[config.mk]
export PLATFORM = sky130hd
export DESIGN_NAME = gamepad_to_mouse_mapper
export DESIGN_NICKNAME = d
export VERILOG_FILES = /design/src/sv/gtm_pkg.sv /design/src/sv/gtm_div.sv /design/src/sv/gtm_front.sv /design/src/sv/gtm_back.sv /design/src/sv/gamepad_to_mouse_mapper.sv
export SDC_FILE = /design/constraint.sdc
export NUM_CORES = 2
export LEC_CHECK = 0
export BUFFER_PORTS_ARGS = -buffer_cell sky130_fd_sc_hd__buf_4
export CAP_MARGIN = 5
export CORE_MARGIN = 10
export CORE_UTILIZATION = 45
export DETAILED_ROUTE_END_ITERATION = 12
export GPL_TIMING_DRIVEN = 0
export PLACE_DENSITY = 0.68
export SLEW_MARGIN = 10
export SYNTH_ARGS = -nofsm -noshare
export SYNTH_HDL_FRONTEND = slang
export SYNTH_SLANG_ARGS = --single-unit
[constraint.sdc]
create_clock -name i_clk -period 14.8 [get_ports i_clk]
set_clock_uncertainty 0.05 [all_clocks]
set_input_delay 3.7 -clock i_clk [delete_from_list [all_inputs] [get_ports i_clk]]
set_output_delay 3.7 -clock i_clk [all_outputs]
set_load 0.05 [all_outputs]
[src/sv/gtm_pkg.sv]
// gtm_pkg: types, codes and constants for the gamepad to mouse mapper
// no dependencies; imported by gtm_front, gtm_back and the top level
package gtm_pkg;

    localparam int unsigned NUM_REGS = 7;
    localparam int unsigned CFG_W    = 16;
    localparam int unsigned IDX_W    = 3;

    localparam logic [IDX_W-1:0] REG_DEADZONE  = 3'd0;
    localparam logic [IDX_W-1:0] REG_SPEED     = 3'd1;
    localparam logic [IDX_W-1:0] REG_WHEEL     = 3'd2;
    localparam logic [IDX_W-1:0] REG_POLL      = 3'd3;
    localparam logic [IDX_W-1:0] REG_HOLD      = 3'd4;
    localparam logic [IDX_W-1:0] REG_CHORD     = 3'd5;
    localparam logic [IDX_W-1:0] REG_HOTKEY    = 3'd6;

    localparam logic [2:0] KIND_MOTION = 3'd0;
    localparam logic [2:0] KIND_WHEEL  = 3'd1;
    localparam logic [2:0] KIND_BUTTON = 3'd2;
    localparam logic [2:0] KIND_HOTKEY = 3'd3;
    localparam logic [2:0] KIND_MODE   = 3'd4;

    // speed multipliers in q2.16: normal, slow (lb held), fast (rb held)
    localparam logic [17:0] MULT_ONE  = 18'd65536;
    localparam logic [17:0] MULT_SLOW = 18'd22938;
    localparam logic [17:0] MULT_FAST = 18'd131072;
    localparam logic [9:0]  POLL_MIN  = 10'd10;
    localparam logic [9:0]  POLL_MAX  = 10'd1000;
    localparam logic [14:0] AXIS_FULL = 15'd32767;

    typedef struct packed {
        logic [7:0]         button_bits;
        logic signed [15:0] axis_lx;
        logic signed [15:0] axis_ly;
        logic signed [15:0] axis_ry;
    } t_in;

    typedef struct packed {
        logic [2:0]         kind;
        logic signed [15:0] move_x;
        logic signed [15:0] move_y;
        logic signed [15:0] wheel_delta;
        logic [1:0]         button_id;
        logic               button_level;
        logic               mode_on;
        logic               last;
    } t_out;

    typedef struct packed {
        logic [14:0] deadzone;
        logic [15:0] speed;
        logic [15:0] wheel_rate_q8;
        logic [9:0]  poll_rate;
        logic [15:0] hold_ticks;
        logic [3:0]  chord_mask;
        logic        hotkey_enable;
    } t_cfg;

    // work handed from the front part to the back part
    typedef struct packed {
        logic        hotkey;
        logic        flip;
        logic        mode_after;
        logic        mouse;
        logic        lb;
        logic        rb;
        logic [2:0]  btn_now;
        logic [2:0]  btn_prev;
        logic signed [15:0] ax;
        logic signed [15:0] ay;
        logic signed [15:0] aw;
    } t_job;

    typedef enum logic [3:0] {
        ST_IDLE, ST_HEAD, ST_NORM, ST_MUL1, ST_MUL2, ST_DIV, ST_ACC,
        ST_EMIT
    } t_state;

endpackage

[src/sv/gtm_div.sv]
// gtm_div: restoring serial divider, one quotient bit per cycle
// depends on nothing but its parameters
module gtm_div #(
    parameter int unsigned NW = 64,
    parameter int unsigned DW = 40
) (
    input  logic          i_clk,
    input  logic          i_rst_n,
    input  logic          i_start,
    input  logic [NW-1:0] i_num,
    input  logic [DW-1:0] i_den,
    output logic          o_done,
    output logic [NW-1:0] o_quo
);
    localparam int unsigned CW = $clog2(NW + 1);
    logic [NW-1:0] r_q, n_q;
    logic [DW:0]   r_rem, n_rem;
    logic [DW-1:0] r_den;
    logic [CW-1:0] r_cnt;
    logic          r_busy;
    logic [DW:0]   w_sh;

    always_comb begin
        w_sh  = {r_rem[DW-1:0], r_q[NW-1]};
        n_q   = {r_q[NW-2:0], 1'b0};
        n_rem = w_sh;
        if (w_sh >= {1'b0, r_den}) begin
            n_rem = w_sh - {1'b0, r_den};
            n_q[0] = 1'b1;
        end
    end

    always_ff @(posedge i_clk) begin
        if (!i_rst_n) begin
            r_busy <= 1'b0;
            r_cnt  <= '0;
            o_done <= 1'b0;
        end else begin
            o_done <= 1'b0;
            if (i_start) begin
                r_busy <= 1'b1;
                r_cnt  <= CW'(NW);
            end else if (r_busy) begin
                r_cnt <= r_cnt - 1'b1;
                if (r_cnt == CW'(1)) begin
                    r_busy <= 1'b0;
                    o_done <= 1'b1;
                end
            end
        end
    end

    always_ff @(posedge i_clk) begin
        if (i_start) begin
            r_q   <= i_num;
            r_rem <= '0;
            r_den <= i_den;
        end else if (r_busy) begin
            r_q   <= n_q;
            r_rem <= n_rem;
        end
    end
    assign o_quo = r_q;
endmodule

[src/sv/gtm_front.sv]
// gtm_front: accepts poll ticks, runs the chord and mode logic, queues jobs
// depends on gtm_pkg
module gtm_front
    import gtm_pkg::*;
(
    input  logic  i_clk,
    input  logic  i_rst_n,
    input  t_cfg  i_cfg,
    input  logic  i_valid,
    output logic  o_stall,
    input  t_in   i_data,
    output logic  o_job_valid,
    input  logic  i_job_take,
    output t_job  o_job
);
    // two-entry queue
    t_job       r_q [2];
    logic [1:0] r_cnt;
    logic       r_rd;
    logic [7:0] r_prev;
    logic       r_mouse, r_timing, r_used;
    logic [15:0] r_count;

    logic w_acc;
    t_job w_job;
    logic n_mouse, n_timing, n_used;
    logic [15:0] n_count;

    assign o_stall     = (r_cnt == 2'd2);
    assign w_acc       = i_valid && !o_stall;
    assign o_job_valid = (r_cnt != 2'd0);
    assign o_job       = r_q[r_rd];

    always_comb begin
        logic [7:0] b;
        logic lb, rb, st, bk, mods, chord;
        b = i_data.button_bits;
        lb = b[4]; rb = b[5]; bk = b[6]; st = b[7];
        mods = lb && rb;
        n_mouse = r_mouse; n_timing = r_timing; n_used = r_used; n_count = r_count;
        w_job = '0;
        if (i_cfg.hotkey_enable && mods && st && !r_prev[7]) begin
            w_job.hotkey = 1'b1;
            n_timing = 1'b0;
            n_used = 1'b1;
        end
        chord = !((i_cfg.chord_mask[0] && !st) || (i_cfg.chord_mask[1] && !lb) ||
                  (i_cfg.chord_mask[2] && !rb) || (i_cfg.chord_mask[3] && !bk));
        w_job.btn_prev = r_prev[2:0];
        if (chord) begin
            if (mods) begin
                n_timing = 1'b0;
            end else if (!n_timing) begin
                n_timing = 1'b1;
                n_count = '0;
                n_used = 1'b0;
            end else begin
                if (r_count != 16'hFFFF) n_count = r_count + 1'b1;
                if (!n_used && n_count >= i_cfg.hold_ticks) begin
                    n_mouse = !r_mouse;
                    n_used = 1'b1;
                    w_job.flip = 1'b1;
                    w_job.btn_prev = b[2:0];
                end
            end
        end else begin
            n_timing = 1'b0;
            n_used = 1'b0;
        end
        w_job.mode_after = n_mouse;
        w_job.mouse = n_mouse;
        w_job.lb = lb;
        w_job.rb = rb;
        w_job.btn_now = b[2:0];
        w_job.ax = i_data.axis_lx;
        w_job.ay = i_data.axis_ly;
        w_job.aw = i_data.axis_ry;
    end

    always_ff @(posedge i_clk) begin
        if (!i_rst_n) begin
            r_cnt <= '0; r_rd <= 1'b0; r_prev <= '0; r_mouse <= 1'b0;
            r_timing <= 1'b0; r_used <= 1'b0; r_count <= '0;
        end else begin
            if (w_acc) begin
                r_prev <= i_data.button_bits;
                r_mouse <= n_mouse; r_timing <= n_timing;
                r_used <= n_used; r_count <= n_count;
            end
            if (o_job_valid && i_job_take) r_rd <= !r_rd;
            r_cnt <= r_cnt + {1'b0, w_acc} - {1'b0, o_job_valid && i_job_take};
        end
    end

    always_ff @(posedge i_clk) begin
        if (w_acc) r_q[r_rd ^ (r_cnt[0] ^ (o_job_valid && i_job_take))
                       ^ (o_job_valid && i_job_take)] <= w_job;
    end
endmodule

[src/sv/gtm_back.sv]
// gtm_back: normalizes axes, scales them, runs the accumulators and emits beats
// depends on gtm_pkg and gtm_div
module gtm_back
    import gtm_pkg::*;
#(
    parameter int unsigned FRAC_BITS = 16
) (
    input  logic  i_clk,
    input  logic  i_rst_n,
    input  t_cfg  i_cfg,
    input  logic  i_job_valid,
    output logic  o_job_take,
    input  t_job  i_job,
    output logic  o_valid,
    input  logic  i_stall,
    output t_out  o_data
);
    localparam int unsigned NW = 64;
    localparam int unsigned DW = 42;

    t_state r_st, n_st;
    t_job   r_job;
    logic [1:0] r_ax;            // axis under work: 0 x, 1 y, 2 wheel
    logic [16:0] r_mag;
    logic        r_neg;
    logic [NW-1:0] r_num;
    logic [DW-1:0] r_den;
    logic [32:0]  r_p1;
    logic signed [31:0] r_acc [3];
    logic signed [31:0] r_whole [3];
    // pending beats: 0 hotkey,1 mode,2-4 release,5 motion,6 wheel,7-9 buttons
    logic [9:0] r_pend;
    logic       r_div_go;
    logic       w_done;
    logic [NW-1:0] w_quo;

    gtm_div #(.NW(NW), .DW(DW)) u_div (
        .i_clk(i_clk), .i_rst_n(i_rst_n), .i_start(r_div_go),
        .i_num(r_num), .i_den(r_den), .o_done(w_done), .o_quo(w_quo)
    );

    logic [9:0]  w_poll;
    logic [17:0] w_mult;
    logic signed [15:0] w_axis;
    logic [16:0] w_av;
    logic [15:0] w_span;
    logic [31:0] w_mnum;
    logic [16:0] w_m;
    logic        w_zero;
    logic [50:0] w_prod;

    assign w_poll = (i_cfg.poll_rate < POLL_MIN) ? POLL_MIN :
                    (i_cfg.poll_rate > POLL_MAX) ? POLL_MAX : i_cfg.poll_rate;
    assign w_mult = r_job.lb ? MULT_SLOW : (r_job.rb ? MULT_FAST : MULT_ONE);
    assign w_axis = (r_ax == 2'd0) ? r_job.ax : (r_ax == 2'd1) ? r_job.ay : r_job.aw;
    assign w_av   = w_axis[15] ? 17'(17'h10000 - {1'b0, w_axis}) : {1'b0, w_axis};
    assign w_span = {1'b0, AXIS_FULL} - {1'b0, i_cfg.deadzone};
    assign w_mnum = 32'(w_av - {2'b0, i_cfg.deadzone}) << 15;
    assign w_m    = (w_quo > 64'd32768) ? 17'd32768 : w_quo[16:0];
    // magnitude at/below deadzone or full deadzone gives zero
    assign w_zero = (w_av <= {2'b0, i_cfg.deadzone}) || (i_cfg.deadzone == AXIS_FULL);
    assign w_prod = 51'(r_p1) * 51'(w_mult);

    function automatic logic signed [31:0] f_sat32(input logic signed [33:0] v);
        if (v > 34'sd2147483647) return 32'sh7FFFFFFF;
        if (v < -34'sd2147483648) return 32'sh80000000;
        return v[31:0];
    endfunction
    function automatic logic signed [15:0] f_sat16(input logic signed [31:0] v);
        if (v > 32'sd32767) return 16'sh7FFF;
        if (v < -32'sd32768) return 16'sh8000;
        return v[15:0];
    endfunction

    logic [3:0] w_next;
    logic [9:0] w_rest;
    always_comb begin
        w_next = 4'd0;
        for (int k = 9; k >= 0; k--) if (r_pend[k]) w_next = 4'(k);
        w_rest = r_pend & ~(10'd1 << w_next);
    end

    // division phase flag: 0 normalize, 1 scale
    logic r_phase;
    logic signed [33:0] w_sum;
    logic [NW-1:0] w_step;
    logic signed [31:0] w_new, w_mag32, w_wh;

    always_comb begin
        w_step = w_quo;
        w_sum  = 34'(r_acc[r_ax]) + ((r_neg ^ (r_ax == 2'd2)) ? -34'(w_step[31:0])
                                                              : 34'(w_step[31:0]));
        w_new  = f_sat32(w_sum);
        w_mag32 = w_new[31] ? -w_new : w_new;
        w_wh   = 32'(w_mag32[31:FRAC_BITS]);
        if (w_new[31]) w_wh = -w_wh;
    end

    // next beat to send, lowest pending code first
    logic w_issue;
    t_out w_beat;
    assign w_issue = (r_st == ST_EMIT) && (!o_valid || !i_stall) && (r_pend != '0);

    always_comb begin
        w_beat = '0;
        w_beat.last = (w_rest == '0);
        unique case (w_next)
            4'd0: w_beat.kind = KIND_HOTKEY;
            4'd1: begin
                w_beat.kind = KIND_MODE;
                w_beat.mode_on = r_job.mode_after;
            end
            4'd2, 4'd3, 4'd4: begin
                w_beat.kind = KIND_BUTTON;
                w_beat.button_id = 2'(w_next - 4'd2);
            end
            4'd5: begin
                w_beat.kind = KIND_MOTION;
                w_beat.move_x = f_sat16(r_whole[0]);
                w_beat.move_y = f_sat16(r_whole[1]);
            end
            4'd6: begin
                w_beat.kind = KIND_WHEEL;
                w_beat.wheel_delta = f_sat16(r_whole[2]);
            end
            default: begin
                w_beat.kind = KIND_BUTTON;
                w_beat.button_id = 2'(w_next - 4'd7);
                w_beat.button_level = r_job.btn_now[2'(w_next - 4'd7)];
            end
        endcase
    end

    always_comb begin
        n_st = r_st;
        o_job_take = 1'b0;
        unique case (r_st)
            ST_IDLE: if (i_job_valid) begin o_job_take = 1'b1; n_st = ST_HEAD; end
            ST_HEAD: n_st = r_job.mouse ? ST_NORM : ST_EMIT;
            ST_NORM: n_st = ST_MUL1;
            ST_MUL1: n_st = ST_MUL2;
            ST_MUL2: n_st = ST_DIV;
            ST_DIV:  if (w_done) n_st = ST_ACC;
            ST_ACC:  n_st = (!r_phase) ? ST_MUL1 : ((r_ax == 2'd2) ? ST_EMIT : ST_NORM);
            ST_EMIT: if (r_pend == '0) n_st = ST_IDLE;
            default: n_st = ST_IDLE;
        endcase
    end

    always_ff @(posedge i_clk) begin
        if (!i_rst_n) begin
            r_st <= ST_IDLE;
            o_valid <= 1'b0;
            r_pend <= '0;
            r_div_go <= 1'b0;
            for (int k = 0; k < 3; k++) r_acc[k] <= '0;
        end else begin
            r_div_go <= (r_st == ST_MUL2);
            if (w_issue) o_valid <= 1'b1;
            else if (!i_stall) o_valid <= 1'b0;
            r_st <= n_st;
            unique case (r_st)
                ST_IDLE: if (i_job_valid) r_job <= i_job;
                ST_HEAD: begin
                    r_ax <= 2'd0; r_phase <= 1'b0;
                    r_pend <= {5'b00000, {3{r_job.flip && !r_job.mode_after}},
                               r_job.flip, r_job.hotkey};
                    if (r_job.flip) for (int k = 0; k < 3; k++) r_acc[k] <= '0;
                end
                ST_NORM: r_phase <= 1'b0;
                ST_MUL1: begin
                    if (!r_phase) begin
                        r_neg <= w_axis[15];
                        r_mag <= '0;
                        r_num <= w_zero ? '0 : NW'(w_mnum);
                        r_den <= (i_cfg.deadzone == AXIS_FULL) ? DW'(1) : DW'(w_span);
                    end else begin
                        r_p1 <= 33'(r_mag) * ((r_ax == 2'd2) ? 33'(i_cfg.wheel_rate_q8)
                                                             : 33'(i_cfg.speed));
                    end
                end
                ST_MUL2: begin
                    if (r_phase) begin
                        if (r_ax == 2'd2) begin
                            r_num <= NW'(r_p1) << FRAC_BITS;
                            r_den <= DW'(w_poll) << 23;
                        end else begin
                            r_num <= NW'(w_prod);
                            r_den <= DW'(w_poll) << (31 - FRAC_BITS);
                        end
                    end
                end
                ST_DIV: ;
                ST_ACC: begin
                    if (!r_phase) begin
                        r_mag <= w_m; r_phase <= 1'b1;
                    end else begin
                        r_acc[r_ax] <= w_new - (w_wh <<< FRAC_BITS);
                        r_whole[r_ax] <= w_wh;
                        r_ax <= r_ax + 1'b1;
                        if (r_ax == 2'd2)
                            r_pend <= {r_job.btn_now ^ r_job.btn_prev, w_wh != 0,
                                       (r_whole[0] != 0) || (r_whole[1] != 0), r_pend[4:0]};
                    end
                end
                ST_EMIT: if (w_issue) begin
                    r_pend <= w_rest;
                    o_data <= w_beat;
                end
                default: ;
            endcase
        end
    end

    // a beat only starts from the emit state
    a_no_emit_idle: assert property (@(posedge i_clk) disable iff (!i_rst_n)
        $rose(o_valid) |-> $past(r_st) == ST_EMIT) else $error("beat outside emit");
    a_take_idle: assert property (@(posedge i_clk) disable iff (!i_rst_n)
        o_job_take |-> r_st == ST_IDLE) else $error("job taken while busy");
    a_hold: assert property (@(posedge i_clk) disable iff (!i_rst_n)
        o_valid && i_stall |=> o_valid && $stable(o_data)) else $error("beat dropped");
endmodule

[src/sv/gamepad_to_mouse_mapper.sv]
// gamepad_to_mouse_mapper: top level of the gamepad to mouse mapper
// depends on gtm_pkg, gtm_front, gtm_back (and gtm_div inside it)
//
// usage
// - input channel: one beat per poll tick (buttons and three stick axes),
//   taken when i_valid is high and o_stall is low
// - output channel: zero to six result beats per tick, the final one with
//   last set, taken when o_valid is high and i_stall is low
// - config port: write i_cfg_we with index and data while the block is idle
// - the front part keeps chord and mode state and queues up to two ticks,
//   so the input side keeps flowing while the back part works
// - work per tick: a tick in mouse mode runs six serial divisions (normalize
//   and scale for each of three axes) before its first result beat
// - a tick outside mouse mode skips the divisions and goes straight to
//   emitting its result beats
// - reset clears the control state and loads the default register values
// - a stalled output holds its beat; the back part waits, the queue fills,
//   then o_stall rises
module gamepad_to_mouse_mapper
    import gtm_pkg::*;
#(
    parameter int unsigned FRAC_BITS = 16
) (
    input  logic             i_clk,
    input  logic             i_rst_n,
    input  logic             i_valid,
    output logic             o_stall,
    input  t_in              i_data,
    output logic             o_valid,
    input  logic             i_stall,
    output t_out             o_data,
    input  logic             i_cfg_we,
    input  logic [IDX_W-1:0] i_cfg_idx,
    input  logic [CFG_W-1:0] i_cfg_data
);
    t_cfg r_cfg;
    logic w_jv, w_take;
    t_job w_job;

    // configuration registers
    always_ff @(posedge i_clk) begin
        if (!i_rst_n) begin
            r_cfg <= '{deadzone: 15'd8000, speed: 16'd300, wheel_rate_q8: 16'd1152,
                       poll_rate: 10'd125, hold_ticks: 16'd500, chord_mask: 4'd3,
                       hotkey_enable: 1'b1};
        end else if (i_cfg_we) begin
            unique case (i_cfg_idx)
                REG_DEADZONE: r_cfg.deadzone      <= i_cfg_data[14:0];
                REG_SPEED:    r_cfg.speed         <= i_cfg_data;
                REG_WHEEL:    r_cfg.wheel_rate_q8 <= i_cfg_data;
                REG_POLL:     r_cfg.poll_rate     <= i_cfg_data[9:0];
                REG_HOLD:     r_cfg.hold_ticks    <= i_cfg_data;
                REG_CHORD:    r_cfg.chord_mask    <= i_cfg_data[3:0];
                REG_HOTKEY:   r_cfg.hotkey_enable <= i_cfg_data[0];
                default: ;
            endcase
        end
    end

    gtm_front u_front (
        .i_clk(i_clk), .i_rst_n(i_rst_n), .i_cfg(r_cfg),
        .i_valid(i_valid), .o_stall(o_stall), .i_data(i_data),
        .o_job_valid(w_jv), .i_job_take(w_take), .o_job(w_job)
    );

    gtm_back #(.FRAC_BITS(FRAC_BITS)) u_back (
        .i_clk(i_clk), .i_rst_n(i_rst_n), .i_cfg(r_cfg),
        .i_job_valid(w_jv), .o_job_take(w_take), .i_job(w_job),
        .o_valid(o_valid), .i_stall(i_stall), .o_data(o_data)
    );
endmodule
==> flow_summary.json <==
{
  "nets": 7200,
  "hold_depth": 0,
  "grtUsageTotal_pct": 21.6,
  "rr_worst_depth": 37,
  "clk_pin_slew_ps": 70,
  "grt_first_pass_wirelength_um": 258000,
  "cts_tree": "done",
  "hpwlAfterDp_um": 131000,
  "synthArstFlopShare_pct": 0,
  "grt_pass1_vias": 44500,
  "crit_path_max_fanout": 10,
  "finalSetupTns_ps": 0,
  "netlist_instances": 5929,
  "firstDrtPassIters": 5,
  "max-slew-margin-rel_pct": 23.9,
  "min_from": "u_back.r_den[20]",
  "grt_max_degree": 60,
  "gr-total-overflow": 0,
  "areaGrowthSynthToFinish_pct": 10.9,
  "worstSetupEndpointType": "register",
  "cp-start-kind": "register",
  "crit_slowest_cell": "nor4_1",
  "port_buffers": 136,
  "drv_slew": 0,
  "drt-total-wl_um": 166000,
  "worstHoldPathType": "reg2reg",
  "filler_cell_count": 12200,
  "worst_ep_required_time_ps": 15150,
  "cpLargestDelayFamily": "compound AO/OA/AOI/OAI gates",
  "clockRootBuffer": "clkbuf_16",
  "synth_nets": 6955,
  "fp.dieArea_mm2": 0.153,
  "hold_ws_ps": 366,
  "ys_seq_elements": 860,
  "tightest_slew_ps": 1130,
  "reg2reg_from": "u_back.u_div.o_quo[8]",
  "drt-initial-drc-count": 3638,
  "drive_above_1_share_pct": 8.05,
  "core_mm2": 0.136,
  "hold_viol_final": 0,
  "r2r-end": "u_back.r_acc[1][30]",
  "cts_resized": 0,
  "rsz0062_at_grt": "no",
  "htreeDepth": 3,
  "min_to": "u_back.u_div.r_den[20]",
  "setup_violations": 0,
  "period_share_pct": 81.3,
  "io_pins": 138,
  "place_area_mm2": 0.0655,
  "r2r_slack_ps": 2760,
  "clock_sinks": 860,
  "vias": 44000,
  "drv_cap": 0,
  "min_period_ps": 12040,
  "vias_per_cell": 5.48,
  "cts_hold_buffers": 0,
  "drc_errors": 0,
  "die_h_um": 391,
  "clock_tree.buffer_depth": 3,
  "status": "finished, final reports clean",
  "fmax_mhz": 83.1,
  "netlist_area_mm2": 0.0618,
  "ant_nets": 0,
  "synth_warnings": 0,
  "ys_seq_area_share_pct": 39.0,
  "path_common_cell": "a21oi_1",
  "cts_buffers": 90,
  "post-route-cell-area_mm2": 0.0685,
  "arrival_ps": 12380,
  "synth_edf_count": 688,
  "gp_congestion": 0.960,
  "synth_cell_types": 85,
  "synth_ff_type": "edfxtp_1",
  "slowest_delay_ps": 720,
  "chipWidth_um": 391,
  "syn_avg_cell_area_um2": 10.4,
  "clk_latency_ps": 700,
  "criticalPathCategory": "reg2reg",
  "avgRoutedWirePerCell_um": 20.7,
  "post-cts-setup-buffer-count": 0,
  "core.rowCount": 135,
  "crit_buf_inv": 5,
  "start_util_pct": 45.5,
  "antenna_found_initial": 4
}
logic make-up (layout without fill, tap and decap cells):
family	count (synthesis)	in the layout	synth area share [%]
flip-flops	860	860	39.0
adder cells (fa/ha/maj)	946	946	24.6
AO/OA/AOI/OAI	884	884	9.11
XOR/XNOR	239	239	3.39
other	1	4	0.00607
multiplexers	193	193	4.02
buffers and inverters	1059	1379	6.44
AND/OR/NAND/NOR	1747	1747	13.5
layout make-up:
class	count	area (um2)	area share [%]
diodes	3	7.51	0.0110
plain buffers	205	773	1.13
clock buffers	117	2530	3.69
clock inverters	50	538	0.785
inverters	854	3210	4.68
multi-input cells	4010	33800	49.3
flip-flops and latches	860	24100	35.2
well taps	1781	2230	3.25
repair buffers	153	1370	1.99
worst max-delay path by stage:
stage | from | to | slack (ps) | depth (start not counted)
2_1_floorplan | i_rst_n | u_back.r_den[0] | 3870 | 3
3_3_place_gp | i_rst_n | u_back.r_num[47] | 70 | 4
3_5_place_dp | u_back.u_div.o_quo[8] | u_back.r_acc[1][30] | 3110 | 40
4_1_cts | u_back.u_div.o_quo[7] | u_back.r_acc[1][30] | 3040 | 40
5_1_grt | u_back.u_div.o_quo[7] | u_back.r_acc[1][30] | 2210 | 40
6_report | u_back.u_div.o_quo[8] | u_back.r_acc[1][30] | 2760 | 37
cell usage after synthesis, types with 14 or more instances:
cell / instances / area (um2)
or3_1: 24 / 150
inv_1: 853 / 3200
nor2_1: 478 / 1790
nand2b_1: 50 / 313
dfxtp_1: 172 / 3440
xnor2_1: 142 / 1240
ha_1: 501 / 6270
a211oi_1: 61 / 458
nor2b_1: 115 / 719
or2_2: 16 / 100
a21boi_0: 74 / 556
nor4_1: 62 / 388
o21a_1: 29 / 218
mux4_2: 32 / 721
mux2_2: 124 / 1400
nor3_1: 79 / 395
xor2_1: 97 / 850
a21o_1: 65 / 488
and2_1: 194 / 1210
clkbuf_1: 184 / 691
o211ai_1: 27 / 203
nand3_1: 75 / 375
a22oi_1: 20 / 150
o21ai_0: 161 / 806
nand2_1: 525 / 1970
o31ai_1: 15 / 113
nand4_1: 45 / 282
buf_1: 18 / 67.6
a31oi_1: 35 / 219
a21oi_1: 272 / 1360
o21bai_1: 19 / 143
fa_1: 445 / 8910
o22ai_1: 14 / 87.6
edfxtp_1: 688 / 20700
and3_1: 43 / 269
mux2i_1: 37 / 370
metrics by stage:
stage	utilization (%)	setup slack [ps]	instances
finish	50.4	2760	8033
global route	50.4	2210	8030
CTS	50.4	3040	8030
global placement	47.8	72.1	7846
floorplan	-	3870	5929
detailed placement	48.2	3110	7863
placed cells by master, fill, tap and decap left out, drive strengths merged, types with 17 or more instances in the layout:
cell,n
a211oi,63
a21boi,74
a21o,65
a21oi,273
a22oi,20
a31oi,35
and2,195
and3,43
buf,174
clkbuf,301
clkinv,37
dfxtp,172
edfxtp,688
fa,445
ha,501
inv,857
mux2,124
mux2i,37
mux4,32
nand2,525
nand2b,50
nand3,75
nand4,46
nor2,478
nor2b,115
nor3,80
nor4,63
o211ai,27
o21a,29
o21ai,169
o21bai,19
or2,17
or3,24
xnor2,142
xor2,97
state kept, by name, indices dropped and copies added (netlist names), 2 cells and up, named ones only:
| name | count |
|---|---|
| u_back.u_div.o_quo | 64 |
| u_back.u_div.r_cnt | 7 |
| u_back.r_den | 33 |
| u_back.r_st | 3 |
| u_back.r_whole | 93 |
| u_front.r_q | 118 |
| r_cfg | 78 |
| u_front.r_prev | 4 |
| u_back.r_job | 59 |
| u_back.r_mag | 17 |
| u_back.r_acc | 128 |
| u_front.r_count | 16 |
| u_back.r_p1 | 33 |
| u_back.u_div.r_den | 33 |
| u_back.r_num | 50 |
| u_front.r_cnt | 2 |
| u_back.r_pend | 10 |
| u_back.u_div.r_rem | 42 |
| u_back.r_ax | 2 |
| u_back.o_data | 56 |
metal layers:
layer,vias to the layer above,part of all wire [%],GRT usage (%)
met1,21600,43,29.3
met3,249,6.9,3.15
met2,1505,47,35.6
met5,-,0,0
li1,20600,-,-
met4,0,3.4,6.77
Power is not shown: default switching activity piles up to over one toggle a cycle in this logic, so the estimate is an artifact.
